[src/rtl/lbm_pkg.sv]
// Shared types and constants for the link boot master handshake block.
package lbm_pkg;

	localparam int unsigned WORD_W   = 16;
	localparam int unsigned BYTE_W   = 8;
	localparam int unsigned ID_W     = 4;
	localparam int unsigned HDR_IDX_W = 7;
	localparam int unsigned STATUS_W = 2;
	localparam int unsigned CFG_IDX_W = 1;

	// configuration register indexes
	localparam logic [CFG_IDX_W-1:0] CFG_PALETTE     = 1'd0;
	localparam logic [CFG_IDX_W-1:0] CFG_PROBE_LIMIT = 1'd1;

	localparam logic [BYTE_W-1:0] PALETTE_RST     = 8'hC1;
	localparam logic [BYTE_W-1:0] PROBE_LIMIT_RST = 8'd15;

	// status codes
	localparam logic [STATUS_W-1:0] ST_BUSY    = 2'd0;
	localparam logic [STATUS_W-1:0] ST_DONE    = 2'd1;
	localparam logic [STATUS_W-1:0] ST_NOSLAVE = 2'd2;
	localparam logic [STATUS_W-1:0] ST_ACKERR  = 2'd3;

	// command words and reply prefixes
	localparam logic [WORD_W-1:0] CMD_PROBE   = 16'h6200;
	localparam logic [11:0]       CMD_ACK_HI  = 12'h610;
	localparam logic [11:0]       CMD_SYNC_HI = 12'h620;
	localparam logic [7:0]        CMD_PAL_HI  = 8'h63;
	localparam logic [7:0]        CMD_HS_HI   = 8'h64;
	localparam logic [11:0]       RSP_ID_HI   = 12'h720;
	localparam logic [7:0]        RSP_PAL_HI  = 8'h73;
	// 0x11 + 0xff + 0xff folds to this offset mod 256
	localparam logic [BYTE_W-1:0] HS_OFFSET   = 8'h0F;

	typedef enum logic [3:0] {
		PH_IDLE, PH_WAITZERO, PH_PROBE, PH_ACK1, PH_HEADER, PH_ACK2,
		PH_ACK3, PH_PALETTE, PH_HANDSHAKE, PH_DONE, PH_NOSLAVE, PH_ACKERR
	} phase_t;

	typedef struct packed {
		phase_t                phase;
		logic [BYTE_W-1:0]     probe_cnt;
		logic [ID_W-1:0]       slave;
		logic [HDR_IDX_W-1:0]  hdr_pos;
		logic [BYTE_W-1:0]     client;
		logic [BYTE_W-1:0]     hshake;
	} lbm_state_t;

	typedef struct packed {
		logic [WORD_W-1:0]    tx_word;
		logic                 tx_valid;
		logic [STATUS_W-1:0]  status;
		logic [ID_W-1:0]      slave_id;
		logic [HDR_IDX_W-1:0] header_index;
		logic [BYTE_W-1:0]    client_value;
		logic [BYTE_W-1:0]    handshake_value;
	} lbm_result_t;

endpackage

[src/rtl/lbm_if.sv]
// Valid/ready channel interfaces for input items and results.
interface lbm_item_if;
	logic        valid;
	logic        ready;
	logic        start_req;
	logic [15:0] rx_word;
	logic [15:0] header_word;

	modport source (output valid, start_req, rx_word, header_word, input ready);
	modport sink   (input valid, start_req, rx_word, header_word, output ready);
endinterface

interface lbm_result_if;
	logic        valid;
	logic        ready;
	logic [15:0] tx_word;
	logic        tx_valid;
	logic [1:0]  status;
	logic [3:0]  slave_id;
	logic [6:0]  header_index;
	logic [7:0]  client_value;
	logic [7:0]  handshake_value;

	modport source (output valid, tx_word, tx_valid, status, slave_id, header_index,
		client_value, handshake_value, input ready);
	modport sink   (input valid, tx_word, tx_valid, status, slave_id, header_index,
		client_value, handshake_value, output ready);
endinterface

[src/rtl/lbm_step.sv]
// Next-state and result logic for one link transfer.
module lbm_step #(
	parameter int unsigned HEADER_WORDS = 96
) (
	input  lbm_pkg::lbm_state_t  cur,
	input  logic                 start_req,
	input  logic [15:0]          rx_word,
	input  logic [15:0]          header_word,
	input  logic [7:0]           palette,
	input  logic [7:0]           probe_limit,
	output lbm_pkg::lbm_state_t  nxt,
	output lbm_pkg::lbm_result_t res
);
	import lbm_pkg::*;

	localparam logic [HDR_IDX_W-1:0] HDR_LAST = HDR_IDX_W'(HEADER_WORDS);

	logic [WORD_W-1:0]    tx;
	logic                 vld;
	logic [BYTE_W-1:0]    limit;
	logic [BYTE_W-1:0]    cnt_inc;
	logic [BYTE_W-1:0]    hs;
	logic [STATUS_W-1:0]  st;

	assign limit   = (probe_limit == '0) ? BYTE_W'(1) : probe_limit;
	assign cnt_inc = cur.probe_cnt + BYTE_W'(1);
	assign hs      = rx_word[7:0] + HS_OFFSET;

	always_comb begin
		nxt = cur;
		tx  = '0;
		vld = 1'b0;
		if (start_req) begin
			nxt       = '0;
			nxt.phase = PH_WAITZERO;
			tx        = CMD_PROBE;
			vld       = 1'b1;
		end else begin
			unique case (cur.phase)
				PH_WAITZERO: begin
					if (rx_word == '0)
						nxt.phase = PH_PROBE;
					tx  = CMD_PROBE;
					vld = 1'b1;
				end
				PH_PROBE: begin
					if (rx_word[15:4] == RSP_ID_HI) begin
						nxt.slave = rx_word[3:0];
						nxt.phase = PH_ACK1;
						tx        = {CMD_ACK_HI, rx_word[3:0]};
						vld       = 1'b1;
					end else begin
						nxt.probe_cnt = cnt_inc;
						if (cnt_inc >= limit) begin
							nxt.phase = PH_NOSLAVE;
						end else begin
							tx  = CMD_PROBE;
							vld = 1'b1;
						end
					end
				end
				PH_ACK1: begin
					if (rx_word == {RSP_ID_HI, cur.slave}) begin
						nxt.phase   = PH_HEADER;
						nxt.hdr_pos = HDR_IDX_W'(1);
						tx          = header_word;
						vld         = 1'b1;
					end else begin
						nxt.phase = PH_ACKERR;
					end
				end
				PH_HEADER: begin
					if (cur.hdr_pos < HDR_LAST) begin
						tx          = header_word;
						nxt.hdr_pos = cur.hdr_pos + HDR_IDX_W'(1);
					end else begin
						nxt.phase = PH_ACK2;
						tx        = CMD_PROBE;
					end
					vld = 1'b1;
				end
				PH_ACK2: begin
					if (rx_word == {12'h000, cur.slave}) begin
						nxt.phase = PH_ACK3;
						tx        = {CMD_SYNC_HI, cur.slave};
						vld       = 1'b1;
					end else begin
						nxt.phase = PH_ACKERR;
					end
				end
				PH_ACK3: begin
					if (rx_word == {RSP_ID_HI, cur.slave}) begin
						nxt.phase = PH_PALETTE;
						tx        = {CMD_PAL_HI, palette};
						vld       = 1'b1;
					end else begin
						nxt.phase = PH_ACKERR;
					end
				end
				PH_PALETTE: begin
					if (rx_word[15:8] == RSP_PAL_HI) begin
						nxt.client = rx_word[7:0];
						nxt.hshake = hs;
						nxt.phase  = PH_HANDSHAKE;
						tx         = {CMD_HS_HI, hs};
					end else begin
						tx = {CMD_PAL_HI, palette};
					end
					vld = 1'b1;
				end
				PH_HANDSHAKE: begin
					nxt.phase = (rx_word[15:8] == RSP_PAL_HI) ? PH_DONE : PH_ACKERR;
				end
				default: ;
			endcase
		end
	end

	always_comb begin
		unique case (nxt.phase)
			PH_DONE:    st = ST_DONE;
			PH_NOSLAVE: st = ST_NOSLAVE;
			PH_ACKERR:  st = ST_ACKERR;
			default:    st = ST_BUSY;
		endcase
	end

	assign res.tx_word         = vld ? tx : '0;
	assign res.tx_valid        = vld;
	assign res.status          = st;
	assign res.slave_id        = nxt.slave;
	assign res.header_index    = nxt.hdr_pos;
	assign res.client_value    = nxt.client;
	assign res.handshake_value = nxt.hshake;

endmodule

[src/rtl/link_boot_master_handshake_top.sv]
// Master side of a 16-bit multiplayer-link boot handshake.
//
// Channels: "item" carries one beat per completed link transfer (start_req,
// the word received in that transfer and the header halfword at the index
// last reported). "result" returns one beat per item: the next word to send,
// tx_valid, status and the progress fields. A start beat restarts the
// sequence from the wait-for-zero phase whatever the current phase.
// Configuration: cfg_we/cfg_index/cfg_data write palette_value (index 0)
// or probe_limit (index 1); write only while no result is outstanding.
// Result timing: a result appears in the cycle after its item is taken.
// Throughput: one item per cycle while result.ready is high; the state update
// and result word are combinational compare/add logic into their registers.
// Stall: the result register holds while result.ready is low; item.ready
// then drops, so no beat is lost. item.ready = result register empty or
// being drained this cycle.
// Reset: arst_n clears the phase to idle, progress to zero, the result
// register to empty, and loads palette 0xC1 and probe limit 15.
module link_boot_master_handshake_top #(
	parameter int unsigned HEADER_WORDS = 96
) (
	input  logic                            clk,
	input  logic                            arst_n,
	input  logic                            cfg_we,
	input  logic [lbm_pkg::CFG_IDX_W-1:0]   cfg_index,
	input  logic [lbm_pkg::BYTE_W-1:0]      cfg_data,
	lbm_item_if.sink                        item,
	lbm_result_if.source                    result
);
	import lbm_pkg::*;

	lbm_state_t  state_q;
	lbm_state_t  state_nxt;
	lbm_result_t res_nxt;
	lbm_result_t res_q;
	logic        res_valid_q;
	logic [BYTE_W-1:0] palette_q;
	logic [BYTE_W-1:0] limit_q;
	logic        accept;

	assign item.ready = !res_valid_q || result.ready;
	assign accept     = item.valid && item.ready;

	always_ff @(posedge clk or negedge arst_n) begin
		if (!arst_n) begin
			palette_q <= PALETTE_RST;
			limit_q   <= PROBE_LIMIT_RST;
		end else if (cfg_we) begin
			unique case (cfg_index)
				CFG_PALETTE:     palette_q <= cfg_data;
				CFG_PROBE_LIMIT: limit_q   <= cfg_data;
				default: ;
			endcase
		end
	end

	lbm_step #(
		.HEADER_WORDS(HEADER_WORDS)
	) u_step (
		.cur         (state_q),
		.start_req   (item.start_req),
		.rx_word     (item.rx_word),
		.header_word (item.header_word),
		.palette     (palette_q),
		.probe_limit (limit_q),
		.nxt         (state_nxt),
		.res         (res_nxt)
	);

	always_ff @(posedge clk or negedge arst_n) begin
		if (!arst_n) begin
			state_q     <= '0;
			res_valid_q <= 1'b0;
		end else if (accept) begin
			state_q     <= state_nxt;
			res_valid_q <= 1'b1;
		end else if (result.ready) begin
			res_valid_q <= 1'b0;
		end
	end

	always_ff @(posedge clk) begin
		if (accept)
			res_q <= res_nxt;
	end

	assign result.valid           = res_valid_q;
	assign result.tx_word         = res_q.tx_word;
	assign result.tx_valid        = res_q.tx_valid;
	assign result.status          = res_q.status;
	assign result.slave_id        = res_q.slave_id;
	assign result.header_index    = res_q.header_index;
	assign result.client_value    = res_q.client_value;
	assign result.handshake_value = res_q.handshake_value;

	// a word to send only goes out while the handshake is still running
	a_tx_busy: assert property (@(posedge clk) disable iff (!arst_n)
		res_valid_q && res_q.tx_valid |-> res_q.status == ST_BUSY)
		else $error("tx word flagged with final status");

	a_tx_zero: assert property (@(posedge clk) disable iff (!arst_n)
		res_valid_q && !res_q.tx_valid |-> res_q.tx_word == '0)
		else $error("tx word not zero when nothing to send");

	a_hdr_range: assert property (@(posedge clk) disable iff (!arst_n)
		state_q.hdr_pos <= HDR_IDX_W'(HEADER_WORDS))
		else $error("header position past header length");

	a_start: assert property (@(posedge clk) disable iff (!arst_n)
		accept && item.start_req |=> state_q.phase == PH_WAITZERO)
		else $error("start beat did not restart handshake");

	a_final_hold: assert property (@(posedge clk) disable iff (!arst_n)
		(state_q.phase == PH_DONE || state_q.phase == PH_NOSLAVE ||
		 state_q.phase == PH_ACKERR) && !(accept && item.start_req)
		|=> $stable(state_q.phase))
		else $error("final phase left without start");

endmodule
[src/flat_wrapper.sv]
// flat-port wrapper written by rule: the top's interface ports become plain ports
module link_boot_master_handshake_top_flat import lbm_pkg::*;
#(
	parameter int unsigned HEADER_WORDS = 96
)
  (clk, arst_n, cfg_we, cfg_index, cfg_data, item_valid, item_start_req, item_rx_word, item_header_word, item_ready, result_valid, result_tx_word, result_tx_valid, result_status, result_slave_id, result_header_index, result_client_value, result_handshake_value, result_ready);
  lbm_item_if item_i ();
  lbm_result_if result_i ();
  input  logic clk;
  input  logic arst_n;
  input  logic cfg_we;
  input  logic [lbm_pkg::CFG_IDX_W-1:0] cfg_index;
  input  logic [lbm_pkg::BYTE_W-1:0] cfg_data;
  input wire logic [$bits(item_i.valid)-1:0] item_valid;
  input wire logic [$bits(item_i.start_req)-1:0] item_start_req;
  input wire logic [$bits(item_i.rx_word)-1:0] item_rx_word;
  input wire logic [$bits(item_i.header_word)-1:0] item_header_word;
  output wire logic [$bits(item_i.ready)-1:0] item_ready;
  output wire logic [$bits(result_i.valid)-1:0] result_valid;
  output wire logic [$bits(result_i.tx_word)-1:0] result_tx_word;
  output wire logic [$bits(result_i.tx_valid)-1:0] result_tx_valid;
  output wire logic [$bits(result_i.status)-1:0] result_status;
  output wire logic [$bits(result_i.slave_id)-1:0] result_slave_id;
  output wire logic [$bits(result_i.header_index)-1:0] result_header_index;
  output wire logic [$bits(result_i.client_value)-1:0] result_client_value;
  output wire logic [$bits(result_i.handshake_value)-1:0] result_handshake_value;
  input wire logic [$bits(result_i.ready)-1:0] result_ready;
  assign item_i.valid = item_valid;
  assign item_i.start_req = item_start_req;
  assign item_i.rx_word = item_rx_word;
  assign item_i.header_word = item_header_word;
  assign item_ready = item_i.ready;
  assign result_valid = result_i.valid;
  assign result_tx_word = result_i.tx_word;
  assign result_tx_valid = result_i.tx_valid;
  assign result_status = result_i.status;
  assign result_slave_id = result_i.slave_id;
  assign result_header_index = result_i.header_index;
  assign result_client_value = result_i.client_value;
  assign result_handshake_value = result_i.handshake_value;
  assign result_i.ready = result_ready;
  link_boot_master_handshake_top #(.HEADER_WORDS(HEADER_WORDS)) u_core (.clk(clk), .arst_n(arst_n), .cfg_we(cfg_we), .cfg_index(cfg_index), .cfg_data(cfg_data), .item(item_i), .result(result_i));
endmodule
[config.mk]
export PLATFORM = sky130hd
export DESIGN_NAME = link_boot_master_handshake_top_flat
export DESIGN_NICKNAME = d
export VERILOG_FILES = /design/src/rtl/lbm_pkg.sv /design/src/rtl/lbm_if.sv /design/src/rtl/lbm_step.sv /design/src/rtl/link_boot_master_handshake_top.sv /design/src/flat_wrapper.sv
export SDC_FILE = /design/constraint.sdc
export NUM_CORES = 1
export LEC_CHECK = 0
export BUFFER_PORTS_ARGS = -buffer_cell sky130_fd_sc_hd__buf_2
export CORE_UTILIZATION = 61
export CTS_BUF_LIST = sky130_fd_sc_hd__clkbuf_8
export CTS_CLUSTER_SIZE = 20
export DETAILED_ROUTE_END_ITERATION = 6
export MAX_ROUTING_LAYER = met4
export PLACE_DENSITY = 0.86
export SYNTH_ARGS = -nofsm -noshare
export SYNTH_HDL_FRONTEND = slang
export SYNTH_HIERARCHICAL = 1
export SYNTH_SLANG_ARGS = --single-unit
export TNS_END_PERCENT = 30
[constraint.sdc]
create_clock -name clk -period 4.6 [get_ports clk]
set_input_delay 0 -clock clk [delete_from_list [all_inputs] [get_ports clk]]
set_output_delay 0 -clock clk [all_outputs]
set_load 0.01 [all_outputs]
==> run metrics <==
Reg clk slew, reported paths=approximately 110 ps; Yosys warning total=6; Synth Register Bits=between 100 and 150; area delta synth->final=12.2%; Slew headroom=5.89%; CTS Buf Count=9; reg-to-reg slack, setup=~1500 ps; Pins Over Slew Limit=0; crit share post-route=67.1%; Worst Hold Class=in2reg; dpl hpwl=9410 um; Crit-path slowest cell=nor2_1; Clock power frac=24.2%; Critical Path End Type=flip-flop; RSZ-0062 raised after global routing=false; Psw=approximately 720 uW; critical path peak fanout=19; Least-Margin Pin Slew=1410 ps; kind of critical path=reg2reg; Sw Ratio=about 33%; commonest non-fill, non-tap cell in the layout=buf_2; Clock Tree Root=clkbuf_8; clock buffer depth=2; Post-synth top flop=dfrtp_1; H-tree level count=3; Pwr per Cell Area=335 nW/um^2; Cell Area, Placed=just over 6000 sq um; largest net degree at the start of global routing=57; post-DR wirelength/cell=18.2 um; Tmin final=3090 ps; crit-path most repeated cell=nor2_1; combinational fraction of design power=24.5%; Hold Path Cell Cnt=3; via count=4,475; core area=about 9000 sq um; Pint=1.48 mW; total congestion overflow=0; FF-to-FF Start=u_core/state_q[38]$_DFFE_PN0P_; # diodes=0; gr usage total=29.2%; final setup fails=0; clock tree from TritonCTS=yes; CP Launch Type=flip-flop; Crit path max-delay family=simple AND/OR/NAND/NOR gates; placement row count=35; vias in the first global route=roughly 4,400; Syn Area/Cell=11.0 sq um; first-pass GRT wire length=21,800 um; max_cap viols=0; IO Port Bufs=94; sequential share of the synthesized area=47.8%; # DRC=0; R2R cell count=6; drt first pass iters=5; CP Cell Sequence=nor2b_1, nand3_1, nor2_1, nor2_1, a211oi_1, mux2_4; final layout net count=about 670; post-route ant nets=0; Flop pwr share=51.3%; crit-path max cell delay=1110 ps; outcome=complete, no violations; FILL cells=roughly 670; post-route cell area=around 6500 sq um; CP Data Arrival Time=3400 ps; die area=9960 sq um; maximum vdd drop=0.000226 V; Net Count, Synth=slightly below 600; Mapped Area=about 6000 sq um; share of layout cells above drive strength 1=between 30% and 40%; Worst EP required=4920 ps; violation count after the first detailed-route iteration=about 250; TNS Setup=0 ps; Placer Congestion=a little over 0.9; drt total wl=around 13,000 um; initial cell density of the core=a little over three fifths; I/O pin count=95; later-pin clock latency in the skew report=370 ps; Syn Inst Count=533; most frequent cells in the layout=94 x buf_2, 62 x nand2_1, 49 x dfrtp_1, 46 x edfxtp_1; clk_skew=14.0 ps; highest clock rate=0.324 GHz; Fin. Hold Viols=0; Die W=99.8 um; initial antenna violation count=0; DIE HEIGHT=99.8 um; synth unique cells=63; Lkg Pwr=2.80 nW; vias per cell=roughly 6.0; hold endpoint=u_core/result.tx_word[6]$_DFFE_PP_; min-delay src=item_header_word[6]; total power=2.19 mW; number of flops mapped to enable cells by yosys=46; CTS Sinks=102; Worst R2R End=u_core/state_q[1]$_DFFE_PN0P_; Buf/Inv on CP=0; FFs w/ async S/R, synth=54.9%
[power groups by stage]
stage	registers, mW	logic, mW	clock network [mW]
after floorplan	1.09	0.417	0
after global placement	1.14	0.509	0
after detailed placement	1.14	0.514	0
after CTS	1.12	0.530	0.542
after global routing	1.13	0.582	0.577
final	1.12	0.537	0.532
[state kept, by name, summed over array words and instances, names as in the netlist]
signal	flops
u_core/palette_q	8
u_core/result.header_index	7
u_core/result.client_value	8
u_core/result.status	2
u_core/result.tx_valid	1
u_core/result.tx_word	16
u_core/limit_q	8
u_core/result.handshake_value	8
u_core/result.valid	1
u_core/result.slave_id	4
u_core/state_q	39
[what timing repair did]
action | 4_1_cts | 5_1_grt
resized for setup | 0 | 0
buffers inserted | 0 | 0
hold endpoints to repair | 77 | 0
hold buffers | 22 | 0
[layout make-up]
class	count	area, sq um	area share [%]
clock inverter	7	60.1	0.917
clock buffer	9	124	1.89
inverter	15	56.3	0.860
tap	129	161	2.46
timing repair buffer	119	713	10.9
sequential	102	2790	42.6
multi-input combinational	361	2640	40.4
[cells by family after synthesis]
logic type	share of synthesized area, %
AND/OR/NAND/NOR	16.4
flip-flops	47.8
adder cells (fa/ha/maj)	2.36
buffers and inverters	6.90
multiplexers	13.3
AO/OA/AOI/OAI	9.52
XOR/XNOR	3.75
[how the worst max path moves through the flow]
stage	startpoint	to	slack, ps	cells after the start
after CTS	u_core/state_q[38]$_DFFE_PN0P_	u_core/state_q[1]$_DFFE_PN0P_	1640	6
after detailed placement	u_core/state_q[38]$_DFFE_PN0P_	u_core/state_q[1]$_DFFE_PN0P_	1620	6
final	u_core/state_q[38]$_DFFE_PN0P_	u_core/state_q[1]$_DFFE_PN0P_	1510	6
after global routing	u_core/state_q[38]$_DFFE_PN0P_	u_core/state_q[1]$_DFFE_PN0P_	1250	6
after global placement	u_core/state_q[35]$_DFFE_PN0P_	u_core/result.tx_word[9]$_DFFE_PP_	1830	6
after floorplan	u_core/state_q[27]$_DFFE_PN0P_	u_core/state_q[38]$_DFFE_PN0P_	2040	12
[through the flow]
step                      instances  hold WS (ps)  util (%)  worst slack [ps]
after floorplan                 533          -296         -              2040
after detailed placement        704           194      66.5              1620
after global placement          704           195      66.5              1830
final                           742          12.7      70.9              1510
after CTS                       742          1.68      70.9              1640
after global routing            742          13.6      70.9              1250
[worst min-delay path, delay by kind of cell]
| family | cells | cell delay, ps |
|---|---|---|
| AO/OA/AOI/OAI | 1 | 80 |
| buffers and inverters | 1 | 90 |
| AND/OR/NAND/NOR | 1 | 90 |
[Yosys cell counts, types with 8 or more instances]
cell	instances	area, sq um
a21oi_1	29	145
a31oi_1	10	62.6
and3_1	8	50.1
buf_4	28	210
clkbuf_1	16	60.1
dfrtp_1	49	1230
edfxtp_1	46	1380
ha_1	11	138
inv_1	15	56.3
mux2_2	16	180
mux2_4	39	586
nand2_1	62	233
nand2b_1	10	62.6
nand3_1	16	80.1
nor2_1	39	146
nor3_1	11	55.1
xnor2_1	10	87.6
xor2_1	15	131
[layer usage]
metal / share of wire, % / wire length (um) / vias to the layer above / global-route usage (%)
met4: 2.2 / 290 / 0 / 10.3
met3: 6.6 / 889 / 35 / 5.57
met2: 50 / 6790 / 198 / 47.8
li1: - / - / 2044 / -
met5: 0 / 0 / - / -
met1: 41 / 5500 / 2198 / 36.3
Power figures use the tool's default switching activity.
